File: src/rtl/efla_pkg.sv
// ----------------------------------------------------------------------------
// efla_pkg
// Shared constants and types of the extent free-list allocator.
// ----------------------------------------------------------------------------
`default_nettype none

package efla_pkg;

  // Table geometry.
  localparam int MAX_EXTENTS = 64;
  localparam int IDX_W       = $clog2(MAX_EXTENTS);
  localparam int CNT_W       = $clog2(MAX_EXTENTS + 1);

  // Sector and total widths.
  localparam int SEC_W = 24;
  localparam int TOT_W = 25;

  // Stream payload widths, rounded up to whole bytes.
  localparam int IN_DATA_W  = 128;
  localparam int OUT_DATA_W = 136;

  // Result status codes.
  localparam logic [1:0] ST_OK      = 2'd0;
  localparam logic [1:0] ST_NONE    = 2'd1;
  localparam logic [1:0] ST_FULL    = 2'd2;
  localparam logic [1:0] ST_OVERLAP = 2'd3;

  // Request kinds.
  localparam logic FUNC_ALLOC = 1'b0;
  localparam logic FUNC_FREE  = 1'b1;

  // Operations applied by the cell row to its stored entries.
  typedef enum logic [1:0] {
    OP_NOP,
    OP_SET,
    OP_INS,
    OP_REM
  } tbl_op_t;

  // Command from the sequencer to every cell.
  typedef struct packed {
    tbl_op_t            op;
    logic [IDX_W-1:0]   idx;
    logic [SEC_W-1:0]   s;
    logic [SEC_W-1:0]   l;
    logic               scan_load;
    logic               scan_shift;
  } cell_cmd_t;

endpackage

`default_nettype wire

File: src/rtl/efla_cell.sv
// ----------------------------------------------------------------------------
// efla_cell
// A table entry and its scan chain copy. The entry shifts toward its neighbors
// on insert and remove; on a shift the scan copy moves one place down a cycle.
// ----------------------------------------------------------------------------
`default_nettype none

module efla_cell (
  input  wire                          clk,
  input  efla_pkg::cell_cmd_t          cmd,
  input  wire [efla_pkg::IDX_W-1:0]    my_idx,
  input  wire [efla_pkg::SEC_W-1:0]    prev_s,
  input  wire [efla_pkg::SEC_W-1:0]    prev_l,
  input  wire [efla_pkg::SEC_W-1:0]    next_s,
  input  wire [efla_pkg::SEC_W-1:0]    next_l,
  input  wire [efla_pkg::SEC_W-1:0]    scan_in_s,
  input  wire [efla_pkg::SEC_W-1:0]    scan_in_l,
  output logic [efla_pkg::SEC_W-1:0]   ent_s,
  output logic [efla_pkg::SEC_W-1:0]   ent_l,
  output logic [efla_pkg::SEC_W-1:0]   scan_s,
  output logic [efla_pkg::SEC_W-1:0]   scan_l
);

  logic [efla_pkg::SEC_W-1:0] ent_s_r, ent_s_nxt;
  logic [efla_pkg::SEC_W-1:0] ent_l_r, ent_l_nxt;
  logic [efla_pkg::SEC_W-1:0] scan_s_r, scan_s_nxt;
  logic [efla_pkg::SEC_W-1:0] scan_l_r, scan_l_nxt;

  // Entry update for the current table operation.
  always_comb begin
    ent_s_nxt = ent_s_r;
    ent_l_nxt = ent_l_r;
    unique case (cmd.op)
      efla_pkg::OP_SET: begin
        if (my_idx == cmd.idx) begin
          ent_s_nxt = cmd.s;
          ent_l_nxt = cmd.l;
        end
      end
      efla_pkg::OP_INS: begin
        if (my_idx == cmd.idx) begin
          ent_s_nxt = cmd.s;
          ent_l_nxt = cmd.l;
        end else if (my_idx > cmd.idx) begin
          ent_s_nxt = prev_s;
          ent_l_nxt = prev_l;
        end
      end
      efla_pkg::OP_REM: begin
        if (my_idx >= cmd.idx) begin
          ent_s_nxt = next_s;
          ent_l_nxt = next_l;
        end
      end
      default: begin
      end
    endcase
  end

  // Scan copy: loaded from the entry, then shifted toward cell zero.
  always_comb begin
    scan_s_nxt = scan_s_r;
    scan_l_nxt = scan_l_r;
    if (cmd.scan_load) begin
      scan_s_nxt = ent_s_r;
      scan_l_nxt = ent_l_r;
    end else if (cmd.scan_shift) begin
      scan_s_nxt = scan_in_s;
      scan_l_nxt = scan_in_l;
    end
  end

  always_ff @(posedge clk) begin
    ent_s_r  <= ent_s_nxt;
    ent_l_r  <= ent_l_nxt;
    scan_s_r <= scan_s_nxt;
    scan_l_r <= scan_l_nxt;
  end

  assign ent_s  = ent_s_r;
  assign ent_l  = ent_l_r;
  assign scan_s = scan_s_r;
  assign scan_l = scan_l_r;

endmodule

`default_nettype wire

File: config.mk
export PLATFORM = sky130hd
export DESIGN_NAME = efla_cell
export DESIGN_NICKNAME = d
export VERILOG_FILES = /design/src/rtl/efla_pkg.sv /design/src/rtl/efla_cell.sv
export SDC_FILE = /design/constraint.sdc
export NUM_CORES = 1
export LEC_CHECK = 0
export BUFFER_PORTS_ARGS = -buffer_cell sky130_fd_sc_hd__buf_2
export CORE_AREA = 2 2 117 119
export DETAILED_ROUTE_END_ITERATION = 10
export DIE_AREA = 0 0 119 121
export GPL_TIMING_DRIVEN = 0
export PLACE_DENSITY = 0.72
export SYNTH_ARGS = -nofsm -noshare
export SYNTH_HDL_FRONTEND = slang
export SYNTH_SLANG_ARGS = --single-unit
File: constraint.sdc
create_clock -name clk -period 2.8 [get_ports clk]
set_input_delay 0 -clock clk [delete_from_list [all_inputs] [get_ports clk]]
set_output_delay 0 -clock clk [all_outputs]
set_load 0.05 [all_outputs]
==> qor.json, run 1 <==
{
  "net_count_of_the_mapped_netlist": 623,
  "async_reset_ff_share_pct": 0,
  "tritoncts": "done",
  "drv_cap": 0,
  "vdd_ir_drop_max_mv": 0.3237,
  "ff_latch_area_um2": 2883,
  "postSynthRegisterBits": 96,
  "io-pin-count": 305,
  "final_wirelength_um": 19860,
  "grt_antenna_before_repair": 1,
  "worst-slew-pin-transition_ns": 1.194,
  "htreeDepth": 3,
  "die_w_um": 119,
  "holdCritPathClass": "primary input to flip-flop",
  "number_of_enable_type_register_cells_in_the_synthesized_netlist": 96,
  "cts-root-buf": "sky130_fd_sc_hd__clkbuf_16",
  "p_switching_uw": 1842,
  "multiInputGateArea_um2": 1918,
  "syn_avg_cell_area_um2": 12.41,
  "globalRouteTotalUtil_pct": 26.84,
  "synth_unique_cells": 24,
  "flow.area_growth_from_synthesis_pct": 74.88,
  "clkSinkCount": 96,
  "cp_data_arrival_time_ns": 2.73,
  "regToRegSetupSlack_ns": 1.83,
  "post-route-drc-count": 0,
  "synth_ff_type": "sky130_fd_sc_hd__edfxtp_1",
  "grt_pass1_wl_um": 29870,
  "worstPathMaxFanout": 10,
  "core-area_um2": 13090,
  "cts_repair_resize_count": 0,
  "num-fill-cells": 977,
  "die-area_um2": 14400,
  "hold_viol": 1,
  "synth_cells": 405,
  "cts_buffers": 9,
  "power_switching_share_pct": 35.92,
  "ctsLongestPathBuffers": 2,
  "synth-seq-area-share_pct": 57.36,
  "vias_per_cell": 5.304,
  "leakage_uw": 0.003818,
  "io_buffer_count": 303,
  "end_kind": "flip-flop",
  "holdCritStartpoint": "scan_in_s[0]",
  "clk_pin_slew_worst_paths_ns": 0.06,
  "normalized_max_slew_margin_pct": 20.40,
  "timing.critical_path.from": "cmd[56]",
  "rsz0062_at_grt": "false",
  "worst_slack_on_hold_paths_ns": -0.002647,
  "r2r-end": "scan_s[7]",
  "violations": "hold timing",
  "p_comb_share_pct": 36.3,
  "rr_startpoint": "ent_s[7]",
  "final.period_utilization_pct": 90.41,
  "setup_viol": 0,
  "globalRouteOverflowTotal": 0,
  "vias_in_the_first_global_route": 5799,
  "hpwlAfterDp_um": 13610,
  "power_per_cell_area_nw_per_um2": 583.4,
  "setup_total_neg_slack_ns": 0,
  "timing.hold.worst_path_depth": 2,
  "final_net_count": 1107,
  "drt_first_pass_iters": 5,
  "fmax_ghz": 0.3950,
  "worst_path_required_ns": 3.00,
  "initial_utilization_pct": 38.41,
  "status": "complete, but fails checks",
  "cp-start-kind": "primary input",
  "die_height_um": 121,
  "via_count": 5675,
  "yosys_warnings": 0,
  "starting_drt_drc_count": 394,
  "final-max-slew-violation-count": 0,
  "insertion_delay_ns": 0.34,
  "wl_per_cell_um": 18.56,
  "drt.antenna.violating_nets": 0,
  "synth.cell_area_um2": 5026,
  "criticalPathCategory": "primary input to flip-flop",
  "p_seq_share_pct": 38.6,
  "grt_max_degree": 49,
  "gp_routability_congestion": 0.8639,
  "std_cell_rows": 42,
  "fin_skew_ns": 0.003975,
  "share_of_cells_above_drive_strength_1_pct": 45.80,
  "reg2regPathDepth": 1,
  "internal-power_uw": 3286,
  "min_to": "scan_s[0]",
  "pwr-share-clk_pct": 25.1,
  "min_period_ns": 2.532
}
layout by cell type, fill, tap and decap left out, drive strengths merged, types with 2 or more instances in the layout:
cell         count
nand3          144
a22oi           48
edfxtp          96
dlygate4sd3    169
nand2            2
bufinv           2
nor2             2
inv              9
or2              2
a21oi            2
clkbuf          23
ha               9
mux2            48
buf            330
flip-flops by register name, indices dropped and copies added, names as in the netlist:
register / flops
ent_l: 24
scan_s: 24
ent_s: 24
scan_l: 24
power by group through the flow:
stage	logic [uW]	clock network [uW]	registers, uW
2_1_floorplan	300	0	2790
3_3_place_gp	1560	0	1990
3_5_place_dp	1590	0	2000
4_1_cts	1830	1310	1970
5_1_grt	1940	1350	2000
6_report	1860	1290	1980
per-stage QoR:
stage               cell area (um^2)  instances  setup WS, ns  power [uW]  util (%)
finish                          8790       1070        0.2685        5127     67.17
floorplan                       5026        405        0.3480        3092         -
global placement                6763        884       -0.6190        3553     51.68
global route                    8790       1070       0.06579        5289     67.17
detailed placement              6792        885        0.4238        3589     51.90
CTS                             8787       1069        0.3135        5114     67.15
synth_stat cells (2+ instances only):
library cell	count	area [um^2]
sky130_fd_sc_hd__nand3_1	124	620.6
sky130_fd_sc_hd__ha_1	9	112.6
sky130_fd_sc_hd__buf_2	16	80.08
sky130_fd_sc_hd__buf_1	4	15.01
sky130_fd_sc_hd__a21oi_1	2	10.01
sky130_fd_sc_hd__nand2_1	2	7.510
sky130_fd_sc_hd__clkbuf_1	11	41.29
sky130_fd_sc_hd__nand3_2	20	200.2
sky130_fd_sc_hd__mux2_2	48	540.5
sky130_fd_sc_hd__inv_1	9	33.78
sky130_fd_sc_hd__buf_6	3	33.78
sky130_fd_sc_hd__buf_4	3	22.52
sky130_fd_sc_hd__edfxtp_1	96	2883
sky130_fd_sc_hd__a22oi_1	48	360.4
how the worst max path moves through the flow:
stage                     end  slack, ns
floorplan            ent_l[0]       0.35
global placement     ent_s[0]      -0.62
detailed placement   ent_s[3]       0.42
CTS                 ent_l[12]       0.31
global route         ent_l[8]       0.07
finish               ent_l[8]       0.27
per-layer routing:
layer | wire length [um] | share of wire [%] | vias up | track usage (%)
met5 | 0 | 0 | - | 0
met4 | 860 | 4.3 | 0 | 13.02
met3 | 1432 | 7.2 | 70 | 4.558
met2 | 10330 | 52 | 392 | 48.85
met1 | 7237 | 36 | 2668 | 30.49
li1 | - | - | 2545 | -
area by class of cell:
| class | instances | area share, % |
|---|---|---|
| antenna | 1 | 0.02847 |
| timing repair buffer | 473 | 36.81 |
| inverter | 9 | 0.3843 |
| multi-input combinational | 263 | 21.82 |
| sequential | 96 | 32.80 |
| tap | 176 | 2.505 |
| buffer | 37 | 2.192 |
| clock buffer | 12 | 2.690 |
| clock inverter | 3 | 0.7687 |
what timing repair did:
item	CTS	global route
hold endpoints to repair	94	0
setup buffers	0	0
hold buffers	169	0
kinds of logic after synthesis:
family                   share of synthesized area (%)
buffers and inverters                            4.506
adder cells (fa/ha/maj)                          2.241
AO/OA/AOI/OAI                                    7.867
multiplexers                                     10.75
AND/OR/NAND/NOR                                  17.28
flip-flops                                       57.36
worst max-delay path: stages:
cell                            delay (ns)
sky130_fd_sc_hd__buf_2                0.12
sky130_fd_sc_hd__inv_1                0.05
sky130_fd_sc_hd__ha_1                 0.18
sky130_fd_sc_hd__buf_2                0.18
sky130_fd_sc_hd__nor2_1               0.30
sky130_fd_sc_hd__buf_4                0.26
sky130_fd_sc_hd__buf_2                0.26
sky130_fd_sc_hd__a22oi_1              0.09
sky130_fd_sc_hd__dlygate4sd3_1        0.60
sky130_fd_sc_hd__nand3_1              0.12
sky130_fd_sc_hd__dlygate4sd3_1        0.57
Note: power is estimated with default switching activity, not from simulation.
==> run 2: changes to the inputs <==
--- a/config.mk
+++ b/config.mk
@@ -6,11 +6,13 @@
 export NUM_CORES = 1
 export LEC_CHECK = 0
 export BUFFER_PORTS_ARGS = -buffer_cell sky130_fd_sc_hd__buf_2
+export CAP_MARGIN = 20
 export CORE_AREA = 2 2 117 119
 export DETAILED_ROUTE_END_ITERATION = 10
 export DIE_AREA = 0 0 119 121
 export GPL_TIMING_DRIVEN = 0
 export PLACE_DENSITY = 0.72
+export RECOVER_POWER = 25
 export SYNTH_ARGS = -nofsm -noshare
 export SYNTH_HDL_FRONTEND = slang
 export SYNTH_SLANG_ARGS = --single-unit
==> run 2 against run 1 <==
Effect of this change:
- the flow still finishes with violations (hold timing)
- register-to-register slack about the same
- count of clock-buffer cells in the layout is the same
- maximum frequency is 0.83% lower
- routed wire length up 0.86%
- sequential power is essentially flat
- combinational power about the same
- clock power about the same
- hold slack gained 0.0015 ns
- global-route usage unchanged
- total power decreased by 0.12%
- design area down 0.23%
- largest cell class unchanged
==> qor.json, run 2 (synthesis gave the netlist of run 1 again) <==
{
  "final.period_utilization": {"value": 91.17, "unit": "%", "change": "+0.75 points"},
  "rsz0062_at_grt": "false",
  "io_buffer_count": {"value": 303, "change": "unchanged"},
  "die-area": {"value": 14400, "unit": "um^2", "change": "unchanged"},
  "htreeDepth": {"value": 3, "change": "unchanged"},
  "leakage": {"value": 0.003741, "unit": "uW", "change": "-2.0%"},
  "std_cell_rows": {"value": 42, "change": "unchanged"},
  "clkSinkCount": {"value": 96, "change": "unchanged"},
  "normalized_max_slew_margin": {"value": 55.81, "unit": "%", "change": "+35 points"},
  "worst_slack_on_hold_paths": {"value": -0.001145, "unit": "ns", "change": "+0.001502 ns"},
  "die_height": {"value": 121, "unit": "um", "change": "unchanged"},
  "cts_repair_resize_count": {"value": 0, "change": "unchanged"},
  "share_of_cells_above_drive_strength_1": {"value": 42.17, "unit": "%", "change": "-3.6 points"},
  "clk_pin_slew_worst_paths": {"value": 0.06, "unit": "ns", "change": "about the same"},
  "tritoncts": "done",
  "finalPower": {"value": 5121, "unit": "uW", "change": "-0.12%"},
  "grt_max_degree": {"value": 49, "change": "unchanged"},
  "initial_utilization": {"value": 38.41, "unit": "%", "change": "unchanged"},
  "wl_per_cell": {"value": 18.70, "unit": "um", "change": "+0.77%"},
  "ctsLongestPathBuffers": {"value": 2, "change": "unchanged"},
  "post-route-drc-count": {"value": 0, "change": "unchanged"},
  "setup_viol": {"value": 0, "change": "unchanged"},
  "hpwlAfterDp": {"value": 13610, "unit": "um", "change": "unchanged"},
  "via_count": {"value": 5671, "change": "-0.070%"},
  "globalRouteTotalUtil": {"value": 26.84, "unit": "%", "change": "unchanged"},
  "drt_first_pass_iters": {"value": 7, "change": "+2"},
  "worst_path_required": {"value": 3.00, "unit": "ns", "change": "about the same"},
  "hold_viol": {"value": 1, "change": "unchanged"},
  "reg2regPathDepth": {"value": 1, "change": "unchanged"},
  "min_period": {"value": 2.553, "unit": "ns", "change": "+0.02110 ns"},
  "criticalPathCategory": "primary input to flip-flop",
  "core-area": {"value": 13090, "unit": "um^2", "change": "unchanged"},
  "cp_data_arrival_time": {"value": 2.75, "unit": "ns", "change": "+0.02 ns"},
  "cts-root-buf": "sky130_fd_sc_hd__clkbuf_16",
  "num-fill-cells": {"value": 996, "change": "+1.9%"},
  "drv_cap": {"value": 0, "change": "unchanged"},
  "power_per_cell_area": {"value": 584.0, "unit": "nW/um^2", "change": "+0.11%"},
  "gp_routability_congestion": {"value": 0.8639, "change": "unchanged"},
  "vias_in_the_first_global_route": {"value": 5799, "change": "unchanged"},
  "regToRegSetupSlack": {"value": 1.82, "unit": "ns", "change": "about the same"},
  "starting_drt_drc_count": {"value": 412, "change": "+4.6%"},
  "cts_buffers": {"value": 9, "change": "unchanged"},
  "violations": "hold timing",
  "flow.area_growth_from_synthesis_pct": 74.48,
  "setup_total_neg_slack": {"value": 0, "unit": "ns", "change": "unchanged"},
  "final_cell_mix": "287 x sky130_fd_sc_hd__buf_2, 169 x sky130_fd_sc_hd__dlygate4sd3_1, 124 x sky130_fd_sc_hd__nand3_1",
  "io-pin-count": {"value": 305, "change": "unchanged"},
  "final_wirelength": {"value": 20030, "unit": "um", "change": "+0.86%"},
  "die_w": {"value": 119, "unit": "um", "change": "unchanged"},
  "vias_per_cell": {"value": 5.295, "change": "-0.16%"},
  "worstPathMaxFanout": {"value": 10, "change": "unchanged"},
  "cts_setup_buffers": {"value": 0, "change": "unchanged"},
  "cp-start-kind": "primary input",
  "grt_antenna_before_repair": {"value": 1, "change": "unchanged"},
  "status": "complete, but fails checks",
  "layout_commonest_cell": "sky130_fd_sc_hd__buf_2",
  "end_kind": "flip-flop",
  "timing.hold.worst_path_depth": {"value": 2, "change": "unchanged"},
  "holdCritPathClass": "primary input to flip-flop",
  "globalRouteOverflowTotal": {"value": 0, "change": "unchanged"},
  "final-max-slew-violation-count": {"value": 0, "change": "unchanged"},
  "worst-slew-pin-transition": {"value": 0.6628, "unit": "ns", "change": "-0.5312 ns"},
  "insertion_delay": {"value": 0.34, "unit": "ns", "change": "about the same"},
  "fin_skew": {"value": 0.003893, "unit": "ns", "change": "-0.00008219 ns"},
  "drt.antenna.violating_nets": {"value": 0, "change": "unchanged"},
  "grt_pass1_wl": {"value": 29870, "unit": "um", "change": "unchanged"},
  "vdd_ir_drop_max": {"value": 0.3248, "unit": "mV", "change": "+0.35%"},
  "fmax": {"value": 0.3918, "unit": "GHz", "change": "-0.83%"},
  "final_net_count": {"value": 1108, "change": "+0.090%"}
}
[run 2: changes by cell type in the layout (fill, tap and decap cells not counted)]
cell	change
sky130_fd_sc_hd__buf_2	-32
sky130_fd_sc_hd__mux2_2	-1
sky130_fd_sc_hd__mux2_1	+1
sky130_fd_sc_hd__buf_12	+1
sky130_fd_sc_hd__clkbuf_1	+32
[run 2: per-layer routing]
metal  GRT usage (%)  wire length [um]
met2           48.85             10410
met4           13.02               854
met1           30.49              7367
met3           4.558              1404
met5               0                 0
[run 2: cell type report]
class                           instances  area (um^2)  area share, %
Multi-Input combinational cell        263         1918          21.87
Timing Repair Buffer                  474         3216          36.67
Sequential cell                        96         2883          32.87
Buffer                                 37        192.7          2.197
Antenna cell                            1        2.502        0.02853
Clock inverter                          3        67.56         0.7704
Inverter                                9        33.78         0.3852
Clock buffer                           12        236.5          2.697
Tap cell                              176        220.2          2.511
[run 2: power by group]
part | switching [uW] | internal, uW
logic | 1230 | 614
clock network | 513 | 780
registers | 104 | 1880
total | 1850 | 3270
[run 2: worst max-delay path, stage by stage]
cell and delay, ns:
sky130_fd_sc_hd__buf_2 0.13, sky130_fd_sc_hd__inv_1 0.05, sky130_fd_sc_hd__ha_1 0.18, sky130_fd_sc_hd__buf_2 0.18
sky130_fd_sc_hd__nor2_1 0.31, sky130_fd_sc_hd__buf_4 0.27, sky130_fd_sc_hd__buf_2 0.26, sky130_fd_sc_hd__a22oi_1 0.09
sky130_fd_sc_hd__dlygate4sd3_1 0.60, sky130_fd_sc_hd__nand3_1 0.12, sky130_fd_sc_hd__dlygate4sd3_1 0.57
[run 2: path summary, 6_finish.rpt]
path                              startpoint    endpoint
worst min register to register     ent_l[20]  scan_l[20]
worst max-delay path                 cmd[56]    ent_l[8]
worst max register to register     ent_s[13]  scan_s[13]
worst min-delay path            scan_in_s[0]   scan_s[0]
[run 2: per-stage QoR]
| stage | cell area (um^2) | utilization, % | instances | setup WS, ns | hold slack (ns) |
|---|---|---|---|---|---|
| floorplan | 5026 | - | 405 | 0.3480 | 0.2037 |
| global placement | 6763 | 51.68 | 884 | -0.6190 | 0.3010 |
| detailed placement | 6792 | 51.90 | 885 | 0.4238 | 0.3055 |
| CTS | 8787 | 67.15 | 1069 | 0.3135 | 0.0002086 |
| global route | 8770 | 67.02 | 1071 | 0.06579 | 0.002911 |
| finish | 8770 | 67.02 | 1071 | 0.2474 | -0.001145 |
[run 2: repair_timing]
action	4_1_cts	5_1_grt
hold buffers	169	0
setup endpoints to repair	0	0
endpoints found under the hold margin	94	0
