<file path="src/rtl/efla_pkg.sv">
// ----------------------------------------------------------------------------
// efla_pkg
// Shared constants and types of the extent free-list allocator.
// ----------------------------------------------------------------------------
`default_nettype none

package efla_pkg;

  // Table geometry.
  localparam int MAX_EXTENTS = 64;
  localparam int IDX_W       = $clog2(MAX_EXTENTS);
  localparam int CNT_W       = $clog2(MAX_EXTENTS + 1);

  // Sector and total widths.
  localparam int SEC_W = 24;
  localparam int TOT_W = 25;

  // Stream payload widths, rounded up to whole bytes.
  localparam int IN_DATA_W  = 128;
  localparam int OUT_DATA_W = 136;

  // Result status codes.
  localparam logic [1:0] ST_OK      = 2'd0;
  localparam logic [1:0] ST_NONE    = 2'd1;
  localparam logic [1:0] ST_FULL    = 2'd2;
  localparam logic [1:0] ST_OVERLAP = 2'd3;

  // Request kinds.
  localparam logic FUNC_ALLOC = 1'b0;
  localparam logic FUNC_FREE  = 1'b1;

  // Operations applied by the cell row to its stored entries.
  typedef enum logic [1:0] {
    OP_NOP,
    OP_SET,
    OP_INS,
    OP_REM
  } tbl_op_t;

  // Command from the sequencer to every cell.
  typedef struct packed {
    tbl_op_t            op;
    logic [IDX_W-1:0]   idx;
    logic [SEC_W-1:0]   s;
    logic [SEC_W-1:0]   l;
    logic               scan_load;
    logic               scan_shift;
  } cell_cmd_t;

endpackage

`default_nettype wire

</file>
<file path="src/rtl/efla_ctrl.sv">
// ----------------------------------------------------------------------------
// efla_ctrl
// Request sequencer. Runs the search passes over the head of the scan chain,
// issues table operations to the cells and keeps the counters and the result.
// ----------------------------------------------------------------------------
`default_nettype none

module efla_ctrl (
  input  wire                               clk,
  input  wire                               rst_n,
  input  wire                               in_tvalid,
  output logic                              in_tready,
  input  wire [efla_pkg::IN_DATA_W-1:0]     in_tdata,
  input  wire                               in_tuser,
  output logic                              out_tvalid,
  input  wire                               out_tready,
  output logic [efla_pkg::OUT_DATA_W-1:0]   out_tdata,
  output logic [1:0]                        out_tuser,
  input  wire [efla_pkg::SEC_W-1:0]         head_s,
  input  wire [efla_pkg::SEC_W-1:0]         head_l,
  input  wire [efla_pkg::SEC_W-1:0]         head1_s,
  input  wire [efla_pkg::SEC_W-1:0]         head1_l,
  output efla_pkg::cell_cmd_t               cmd
);

  localparam int SW = efla_pkg::SEC_W;
  localparam int TW = efla_pkg::TOT_W;
  localparam int CW = efla_pkg::CNT_W;
  localparam int IW = efla_pkg::IDX_W;

  typedef enum logic [2:0] {
    S_IDLE, S_START, S_LOAD, S_SCAN, S_ACT1, S_ACT2, S_FIN
  } state_t;

  typedef enum logic [2:0] {
    P_HINT, P_EXACT_M, P_FIT_M, P_EXACT, P_FIT, P_BIG, P_FREE
  } pass_t;

  state_t state_r;
  pass_t  pass_r;

  // Request registers.
  logic          func_r, md_r;
  logic [SW-1:0] rs_r, n_r, ms_r, hs_r, hc_r;
  logic [TW-1:0] contig_r, mn_r, fe_r;

  // Block state and scan bookkeeping.
  logic [CW-1:0] count_r, i_r;
  logic [TW-1:0] free_r;
  logic [IW-1:0] best_idx_r;
  logic [SW-1:0] best_s_r, best_l_r;

  // Pending operation and result.
  efla_pkg::cell_cmd_t op1_r, op2_r;
  logic [SW-1:0] gs_r, gc_r, ts_r, tc_r, amt_r;
  logic          add_r, changed_r;
  logic [1:0]    stat_r;

  // Output register.
  logic          out_valid_r;
  logic [1:0]    o_stat_r;
  logic [SW-1:0] o_gs_r, o_gc_r, o_ts_r, o_tc_r;
  logic [TW-1:0] o_free_r;
  logic [CW-1:0] o_cnt_r;
  logic          o_dirty_r;

  // Evaluation of the entry at the head of the scan chain.
  logic          at_end, full, mz, has_next, merge;
  logic [SW-1:0] mcur, num, newlen;
  logic [TW-1:0] e;
  logic [IW-1:0] i_idx;
  logic          ev_hit, ev_fail, ev_miss;
  logic [1:0]    ev_stat;
  efla_pkg::cell_cmd_t ev_op1, ev_op2;
  logic [SW-1:0] ev_gs, ev_gc, ev_ts, ev_tc, ev_amt;
  logic          ev_add;
  pass_t         pass_nxt;

  assign at_end   = (i_r >= count_r);
  assign full     = (count_r >= CW'(efla_pkg::MAX_EXTENTS));
  assign e        = {1'b0, head_s} + {1'b0, head_l};
  assign i_idx    = i_r[IW-1:0];
  assign mcur     = (pass_r == P_EXACT_M || pass_r == P_FIT_M) ? ms_r : '0;
  assign mz       = (mcur != '0);
  assign num      = (n_r < head_l) ? n_r : head_l;
  assign has_next = (CW'(i_r + 1'b1) < count_r);
  assign merge    = has_next && ({1'b0, head1_s} == fe_r);
  assign newlen   = SW'(head_l + n_r + (merge ? head1_l : '0));

  always_comb begin
    ev_hit  = 1'b0;
    ev_fail = 1'b0;
    ev_miss = 1'b0;
    ev_stat = efla_pkg::ST_OK;
    ev_op1  = '{op: efla_pkg::OP_NOP, idx: i_idx, s: '0, l: '0,
                scan_load: 1'b0, scan_shift: 1'b0};
    ev_op2  = ev_op1;
    ev_gs   = '0;
    ev_gc   = '0;
    ev_ts   = '0;
    ev_tc   = '0;
    ev_amt  = '0;
    ev_add  = 1'b0;
    case (pass_r)
      // Extend the hint from the entry that starts right after it.
      P_HINT: begin
        if (at_end) begin
          ev_miss = 1'b1;
        end else if ({1'b0, head_s} == contig_r) begin
          ev_hit     = 1'b1;
          ev_op1.op  = (head_l == num) ? efla_pkg::OP_REM : efla_pkg::OP_SET;
          ev_op1.s   = head_s + num;
          ev_op1.l   = head_l - num;
          ev_ts      = head_s;
          ev_tc      = num;
          ev_gs      = hs_r;
          ev_gc      = hc_r + num;
          ev_amt     = num;
        end
      end
      // Exact-size extent, at the minimum sector when one is given.
      P_EXACT_M, P_EXACT: begin
        if (at_end) begin
          ev_miss = 1'b1;
        end else if (!(mz && {1'b0, mcur} >= e) && head_l == n_r &&
                     (!mz || mcur == head_s)) begin
          ev_hit    = 1'b1;
          ev_op1.op = efla_pkg::OP_REM;
          ev_gs     = head_s;
          ev_gc     = n_r;
          ev_ts     = head_s;
          ev_tc     = n_r;
          ev_amt    = n_r;
        end
      end
      // First fit; with a minimum sector, split the entry that holds it.
      P_FIT_M, P_FIT: begin
        if (at_end) begin
          ev_miss = 1'b1;
        end else if (mz && {1'b0, mcur} >= e) begin
          ev_miss = 1'b0;
        end else if (mz && mcur >= head_s) begin
          if (e >= mn_r) begin
            if (mcur == head_s) begin
              ev_hit    = 1'b1;
              ev_op1.op = (head_l == n_r) ? efla_pkg::OP_REM : efla_pkg::OP_SET;
              ev_op1.s  = head_s + n_r;
              ev_op1.l  = head_l - n_r;
            end else if (mn_r != e) begin
              if (full) begin
                ev_fail = 1'b1;
                ev_stat = efla_pkg::ST_FULL;
              end else begin
                ev_hit     = 1'b1;
                ev_op1.op  = efla_pkg::OP_SET;
                ev_op1.s   = head_s;
                ev_op1.l   = mcur - head_s;
                ev_op2.op  = efla_pkg::OP_INS;
                ev_op2.idx = i_idx + 1'b1;
                ev_op2.s   = mn_r[SW-1:0];
                ev_op2.l   = SW'(e - mn_r);
              end
            end else begin
              ev_hit    = 1'b1;
              ev_op1.op = efla_pkg::OP_SET;
              ev_op1.s  = head_s;
              ev_op1.l  = head_l - n_r;
            end
            ev_gs  = mcur;
            ev_gc  = n_r;
            ev_ts  = mcur;
            ev_tc  = n_r;
            ev_amt = n_r;
          end
        end else if (head_l >= n_r) begin
          ev_hit    = 1'b1;
          ev_op1.op = (head_l == n_r) ? efla_pkg::OP_REM : efla_pkg::OP_SET;
          ev_op1.s  = head_s + n_r;
          ev_op1.l  = head_l - n_r;
          ev_gs     = head_s;
          ev_gc     = n_r;
          ev_ts     = head_s;
          ev_tc     = n_r;
          ev_amt    = n_r;
        end
      end
      // Largest extent as a partial grant, tracked while scanning.
      P_BIG: begin
        if (at_end) begin
          if (count_r == '0) begin
            ev_fail = 1'b1;
            ev_stat = efla_pkg::ST_NONE;
          end else begin
            ev_hit     = 1'b1;
            ev_op1.op  = efla_pkg::OP_REM;
            ev_op1.idx = best_idx_r;
            ev_gs      = best_s_r;
            ev_gc      = best_l_r;
            ev_ts      = best_s_r;
            ev_tc      = best_l_r;
            ev_amt     = best_l_r;
          end
        end
      end
      // Free: merge with neighbors or insert in order.
      P_FREE: begin
        if (at_end || fe_r < {1'b0, head_s}) begin
          if (full) begin
            ev_fail = 1'b1;
            ev_stat = efla_pkg::ST_FULL;
          end else begin
            ev_hit    = 1'b1;
            ev_op1.op = efla_pkg::OP_INS;
            ev_op1.s  = rs_r;
            ev_op1.l  = n_r;
            ev_gs     = rs_r;
            ev_gc     = n_r;
            ev_amt    = n_r;
            ev_add    = 1'b1;
          end
        end else if (fe_r == {1'b0, head_s}) begin
          ev_hit    = 1'b1;
          ev_op1.op = efla_pkg::OP_SET;
          ev_op1.s  = rs_r;
          ev_op1.l  = head_l + n_r;
          ev_gs     = rs_r;
          ev_gc     = head_l + n_r;
          ev_amt    = n_r;
          ev_add    = 1'b1;
        end else if ({1'b0, rs_r} == e) begin
          if (has_next && {1'b0, head1_s} < fe_r) begin
            ev_fail = 1'b1;
            ev_stat = efla_pkg::ST_OVERLAP;
          end else begin
            ev_hit     = 1'b1;
            ev_op1.op  = efla_pkg::OP_SET;
            ev_op1.s   = head_s;
            ev_op1.l   = newlen;
            ev_op2.op  = merge ? efla_pkg::OP_REM : efla_pkg::OP_NOP;
            ev_op2.idx = i_idx + 1'b1;
            ev_gs      = head_s;
            ev_gc      = newlen;
            ev_amt     = n_r;
            ev_add     = 1'b1;
          end
        end else if ({1'b0, rs_r} < e) begin
          ev_fail = 1'b1;
          ev_stat = efla_pkg::ST_OVERLAP;
        end
      end
      default: begin
      end
    endcase
  end

  // Order of the allocate passes after a miss.
  always_comb begin
    case (pass_r)
      P_HINT:    pass_nxt = (ms_r != '0) ? P_EXACT_M : P_EXACT;
      P_EXACT_M: pass_nxt = P_FIT_M;
      P_FIT_M:   pass_nxt = P_EXACT;
      P_EXACT:   pass_nxt = P_FIT;
      default:   pass_nxt = P_BIG;
    endcase
  end

  // Command to the cell row.
  always_comb begin
    cmd = '{op: efla_pkg::OP_NOP, idx: '0, s: '0, l: '0,
            scan_load: 1'b0, scan_shift: 1'b0};
    unique case (state_r)
      S_LOAD: cmd.scan_load = 1'b1;
      S_SCAN: cmd.scan_shift = !ev_hit && !ev_fail && !ev_miss && !at_end;
      S_ACT1: cmd = op1_r;
      S_ACT2: cmd = op2_r;
      default: begin
      end
    endcase
  end

  // Sequencer, counters and result register.
  always_ff @(posedge clk) begin
    if (!rst_n) begin
      state_r     <= S_IDLE;
      pass_r      <= P_HINT;
      count_r     <= '0;
      free_r      <= '0;
      out_valid_r <= 1'b0;
    end else begin
      if (out_valid_r && out_tready && state_r != S_FIN) begin
        out_valid_r <= 1'b0;
      end
      unique case (state_r)
        S_IDLE: begin
          if (in_tvalid) begin
            func_r    <= in_tuser;
            rs_r      <= in_tdata[23:0];
            n_r       <= in_tdata[47:24];
            ms_r      <= in_tdata[71:48];
            hs_r      <= in_tdata[95:72];
            hc_r      <= in_tdata[119:96];
            md_r      <= in_tdata[120];
            contig_r  <= {1'b0, in_tdata[95:72]} + {1'b0, in_tdata[119:96]};
            mn_r      <= {1'b0, in_tdata[71:48]} + {1'b0, in_tdata[47:24]};
            fe_r      <= {1'b0, in_tdata[23:0]} + {1'b0, in_tdata[47:24]};
            gs_r      <= '0;
            gc_r      <= '0;
            ts_r      <= '0;
            tc_r      <= '0;
            changed_r <= 1'b1;
            stat_r    <= efla_pkg::ST_OK;
            state_r   <= S_START;
          end
        end
        S_START: begin
          if (func_r == efla_pkg::FUNC_ALLOC) begin
            if (n_r == '0) begin
              stat_r  <= efla_pkg::ST_NONE;
              state_r <= S_FIN;
            end else begin
              if (hs_r != '0 && hc_r != '0) begin
                pass_r <= P_HINT;
              end else if (ms_r != '0) begin
                pass_r <= P_EXACT_M;
              end else begin
                pass_r <= P_EXACT;
              end
              state_r <= S_LOAD;
            end
          end else if (rs_r == '0 || n_r == '0) begin
            changed_r <= 1'b0;
            state_r   <= S_FIN;
          end else if (fe_r > {1'b1, {SW{1'b0}}}) begin
            stat_r  <= efla_pkg::ST_OVERLAP;
            state_r <= S_FIN;
          end else begin
            pass_r  <= P_FREE;
            state_r <= S_LOAD;
          end
        end
        S_LOAD: begin
          i_r     <= '0;
          state_r <= S_SCAN;
        end
        S_SCAN: begin
          if (ev_fail) begin
            stat_r  <= ev_stat;
            state_r <= S_FIN;
          end else if (ev_hit) begin
            op1_r   <= ev_op1;
            op2_r   <= ev_op2;
            gs_r    <= ev_gs;
            gc_r    <= ev_gc;
            ts_r    <= ev_ts;
            tc_r    <= ev_tc;
            amt_r   <= ev_amt;
            add_r   <= ev_add;
            state_r <= S_ACT1;
          end else if (ev_miss) begin
            pass_r  <= pass_nxt;
            state_r <= S_LOAD;
          end else begin
            if (pass_r == P_BIG && (i_r == '0 || head_l > best_l_r)) begin
              best_idx_r <= i_idx;
              best_s_r   <= head_s;
              best_l_r   <= head_l;
            end
            i_r <= i_r + 1'b1;
          end
        end
        S_ACT1: begin
          if (op1_r.op == efla_pkg::OP_INS) begin
            count_r <= count_r + 1'b1;
          end else if (op1_r.op == efla_pkg::OP_REM) begin
            count_r <= count_r - 1'b1;
          end
          free_r  <= add_r ? free_r + {1'b0, amt_r} : free_r - {1'b0, amt_r};
          state_r <= (op2_r.op == efla_pkg::OP_NOP) ? S_FIN : S_ACT2;
        end
        S_ACT2: begin
          if (op2_r.op == efla_pkg::OP_INS) begin
            count_r <= count_r + 1'b1;
          end else if (op2_r.op == efla_pkg::OP_REM) begin
            count_r <= count_r - 1'b1;
          end
          state_r <= S_FIN;
        end
        S_FIN: begin
          if (!out_valid_r || out_tready) begin
            out_valid_r <= 1'b1;
            o_stat_r    <= stat_r;
            o_gs_r      <= gs_r;
            o_gc_r      <= gc_r;
            o_ts_r      <= ts_r;
            o_tc_r      <= tc_r;
            o_free_r    <= free_r;
            o_cnt_r     <= count_r;
            o_dirty_r   <= (stat_r == efla_pkg::ST_OK) && changed_r && md_r;
            state_r     <= S_IDLE;
          end
        end
        default: state_r <= S_IDLE;
      endcase
    end
  end

  assign in_tready  = (state_r == S_IDLE);
  assign out_tvalid = out_valid_r;
  assign out_tuser  = o_stat_r;
  assign out_tdata  = {7'd0, o_dirty_r, o_cnt_r, o_free_r, o_tc_r, o_ts_r, o_gc_r, o_gs_r};

endmodule

`default_nettype wire

</file>
<file path="config.mk">
export PLATFORM = sky130hd
export DESIGN_NAME = efla_ctrl
export DESIGN_NICKNAME = d
export VERILOG_FILES = /design/src/rtl/efla_pkg.sv /design/src/rtl/efla_ctrl.sv
export SDC_FILE = /design/constraint.sdc
export NUM_CORES = 2
export LEC_CHECK = 0
export ABC_AREA = 1
export BUFFER_PORTS_ARGS = -buffer_cell sky130_fd_sc_hd__buf_2
export CELL_PAD_IN_SITES_DETAIL_PLACEMENT = 2
export CELL_PAD_IN_SITES_GLOBAL_PLACEMENT = 2
export CORE_AREA = 2 2 354 356
export CTS_CLUSTER_SIZE = 40
export DETAILED_ROUTE_END_ITERATION = 12
export DIE_AREA = 0 0 356 358
export PLACE_DENSITY = 0.82
export SYNTH_ARGS = -nofsm -noshare
export SYNTH_HDL_FRONTEND = slang
export SYNTH_SLANG_ARGS = --single-unit
export TNS_END_PERCENT = 30
</file>
<file path="constraint.sdc">
create_clock -name clk -period 41.8 [get_ports clk]
set_input_delay 4.18 -clock clk [delete_from_list [all_inputs] [get_ports clk]]
set_output_delay 4.18 -clock clk [all_outputs]
set_load 0.1 [all_outputs]
</file>
==> results.py <==
metrics = {
    "outcome": {
        "outcome": "complete, no violations",
    },
    "critical_path": {
        "cp_slowest_cell": "xor2_1",
        "cp-startpoint": "head_s[0]",
        "critical_path.max_fanout": 19,
        "r2r_cells": 26,
        "slowest_delay_ns": 0.55,
        "cp-start-kind": "input port",
        "worstSetupPathType": "in -> out",
        "crit_top_cell": "nand2_1",
        "r2r_start": "n_r[7]$_DFFE_PP_",
        "cp.arrival_ns": 10.79,
        "reg2reg_slack_ns": 33.19,
        "cp.required_ns": 37.62,
        "critPathCaptureType": "primary output",
    },
    "finish": {
        "regArea_um2": 19500,
        "syn_to_final_growth_pct": 14.6,
        "nFillCells": 13822,
        "fin_nets": 6816,
        "drive_gt1_frac": 0.126,
        "layout_common_cells": "1030 x nand2_1, 774 x inv_1, 625 x edfxtp_1",
        "multi_input_area_um2": 24900,
        "final_common_cell": "nand2_1",
    },
    "floorplanning": {
        "core_area_um2": 123000,
        "num_rows": 129,
        "chipWidth_um": 356,
        "die_height_um": 358,
        "die_area_um2": 127000,
        "start_util": 0.389,
        "ios": 427,
    },
    "grt": {
        "antenna_found_initial": 37,
        "grt_max_degree": 86,
        "grt_pass1_vias": 49883,
        "grt.total_usage": 0.418,
        "grt_pass1_wl_mm": 376,
        "overflow": 0,
    },
    "power": {
        "p_per_area_nw_per_um2": 41.1,
        "ir_worst_vdd_uv": 36.6,
        "power.leakage_nw": 25.1,
    },
    "synth": {
        "ys_seq_area_frac": 0.408,
        "synth.distinct_cells": 77,
        "syn_area_per_cell_um2": 8.49,
        "synth_seq_cells": 664,
        "yosysWarnings": 0,
        "ys.flop_type": "edfxtp_1",
        "syn-instance-count": 5647,
        "syn_area_um2": 47900,
        "async_reset_ff_frac": 0,
        "synth-edff-count": 625,
    },
    "placement": {
        "place.gp.congestion": 1.01,
        "place_hpwl_mm": 217,
        "io_buffer_count": 412,
        "place_ws_ns": 27.28,
    },
    "timing": {
        "hold_viol_final": 0,
        "maxSlewHeadroom": 0.105,
        "setup_viol": 0,
        "grt_setup_unrepaired": "false",
        "worstMarginPinSlew_ns": 1.34,
        "finalSetupTns_ns": 0,
        "finalCritPeriodShare": 0.358,
        "fin_crit_ns": 14.97,
        "fmax_mhz": 66.8,
        "fin_skew_ns": 0.0585,
        "fin_ws_ns": 26.83,
        "slew_viol_final": 0,
        "holdWs_ns": 0.405,
    },
    "clock_tree": {
        "clk_transition_reported_paths_ns": 0.06,
        "clock_latency_ns": 0.74,
        "cts.sinks": 664,
        "h-tree-depth": 3,
        "cts_buffers": 80,
        "cts-resized-gates": 0,
        "clock-root-buffer": "clkbuf_16",
        "post-cts-setup-buffer-count": 0,
        "cts_buffer_depth": 3,
        "hold_buffers": 0,
        "cts_tree": "done",
    },
    "hold_path": {
        "hold_path_class": "reg -> reg",
        "min_from": "tc_r[2]$_SDFFCE_PP0P_",
        "holdPathStages": 0,
    },
    "route": {
        "post-route-drc-count": 0,
        "dr.first_iter.drc_count": 4869,
        "wl_mm": 271,
        "wl_per_cell_um": 34.7,
        "via_per_inst": 6.11,
        "vias": 47790,
        "first_pass_iters": 7,
        "ant_nets": 0,
    },
    "flow_run": {
        "maxCapViolCount": 0,
    },
}
[power breakdown]
part | total, mW | internal [mW] | switching [mW]
sequential | 0.798 | 0.771 | 0.0277
clock | 0.740 | 0.414 | 0.326
combinational | 0.721 | 0.196 | 0.525
[sequential cells by signal, indices dropped and copies added, names as in the netlist, 25 cells and up]
name and cells:
op2_r 56, free_r 25, fe_r 25, op1_r 56
mn_r 25, o_free_r 25, contig_r 25
[layer usage]
| layer | global-route usage | part of all wire | vias to the layer above |
|---|---|---|---|
| met1 | 0.507 | 0.39 | 24104 |
| met5 | 0 | 0.00067 | - |
| met3 | 0.0850 | 0.081 | 747 |
| met4 | 0.312 | 0.088 | 26 |
| met2 | 0.658 | 0.44 | 2427 |
| li1 | - | - | 20486 |
[worst max-delay path: cells and delay by family]
kind	cells	cell delay, ns
XOR/XNOR	1	0.55
AO/OA/AOI/OAI	1	0.23
buffers and inverters	7	1.45
adder cells (fa/ha/maj)	3	1.06
AND/OR/NAND/NOR	23	3.23
[logic make-up after synthesis]
kind of cell | after synthesis | synth area share
flops | 664 | 0.408
other cells | 1 | 0.0000782
buf+inv | 937 | 0.0757
xor+xnor | 262 | 0.0479
compound gates | 1308 | 0.164
simple gates | 1998 | 0.178
fa+ha+maj | 477 | 0.127
[through the flow]
stage | util | std cells | power (mW) | instance area (um^2)
after CTS | 0.445 | 7812 | 2.24 | 54900
after global routing | 0.445 | 7812 | 2.33 | 54900
after detailed placement | 0.424 | 7665 | 1.50 | 52300
final | 0.445 | 7818 | 2.26 | 54900
after floorplan | - | 5653 | 1.22 | 48000
after global placement | 0.424 | 7665 | 1.46 | 52300
[synth_stat cells, types with 14 or more instances]
library cell / instances / share of area
o21bai_1: 19 / 0.0030
clkbuf_1: 78 / 0.0061
a211oi_1: 23 / 0.0036
o21ai_1: 22 / 0.0023
edfxtp_1: 625 / 0.39
ha_1: 463 / 0.12
a31oi_1: 36 / 0.0047
buf_2: 26 / 0.0027
a21o_1: 43 / 0.0067
dfxtp_1: 39 / 0.016
fa_1: 14 / 0.0058
a21oi_1: 480 / 0.050
or2_2: 18 / 0.0023
nand2_1: 1030 / 0.081
o21a_1: 17 / 0.0027
nand4_1: 91 / 0.012
nor2_1: 461 / 0.036
o21ai_0: 384 / 0.040
o22ai_1: 30 / 0.0039
xor2_1: 173 / 0.032
nor3_1: 72 / 0.0075
o221ai_1: 23 / 0.0042
nand3_1: 217 / 0.023
xnor2_1: 89 / 0.016
nor4_1: 50 / 0.0065
inv_2: 23 / 0.0018
inv_1: 774 / 0.061
a22o_1: 62 / 0.011
o211ai_1: 60 / 0.0094
[cell type report]
class	count	share of cell area
multi-input cells	4052	0.453
clock buffers	102	0.0395
clock inverters	45	0.00886
diodes	6	0.000273
flip-flops and latches	664	0.356
inverters	804	0.0550
well taps	1637	0.0373
repair buffers	508	0.0507
[worst paths after layout]
kind	end
max	cmd[0]
max reg2reg	op1_r[24]$_DFFE_PP_
min	o_tc_r[2]$_DFFE_PP_
min reg2reg	o_tc_r[2]$_DFFE_PP_
Power figures use the tool's default switching activity.
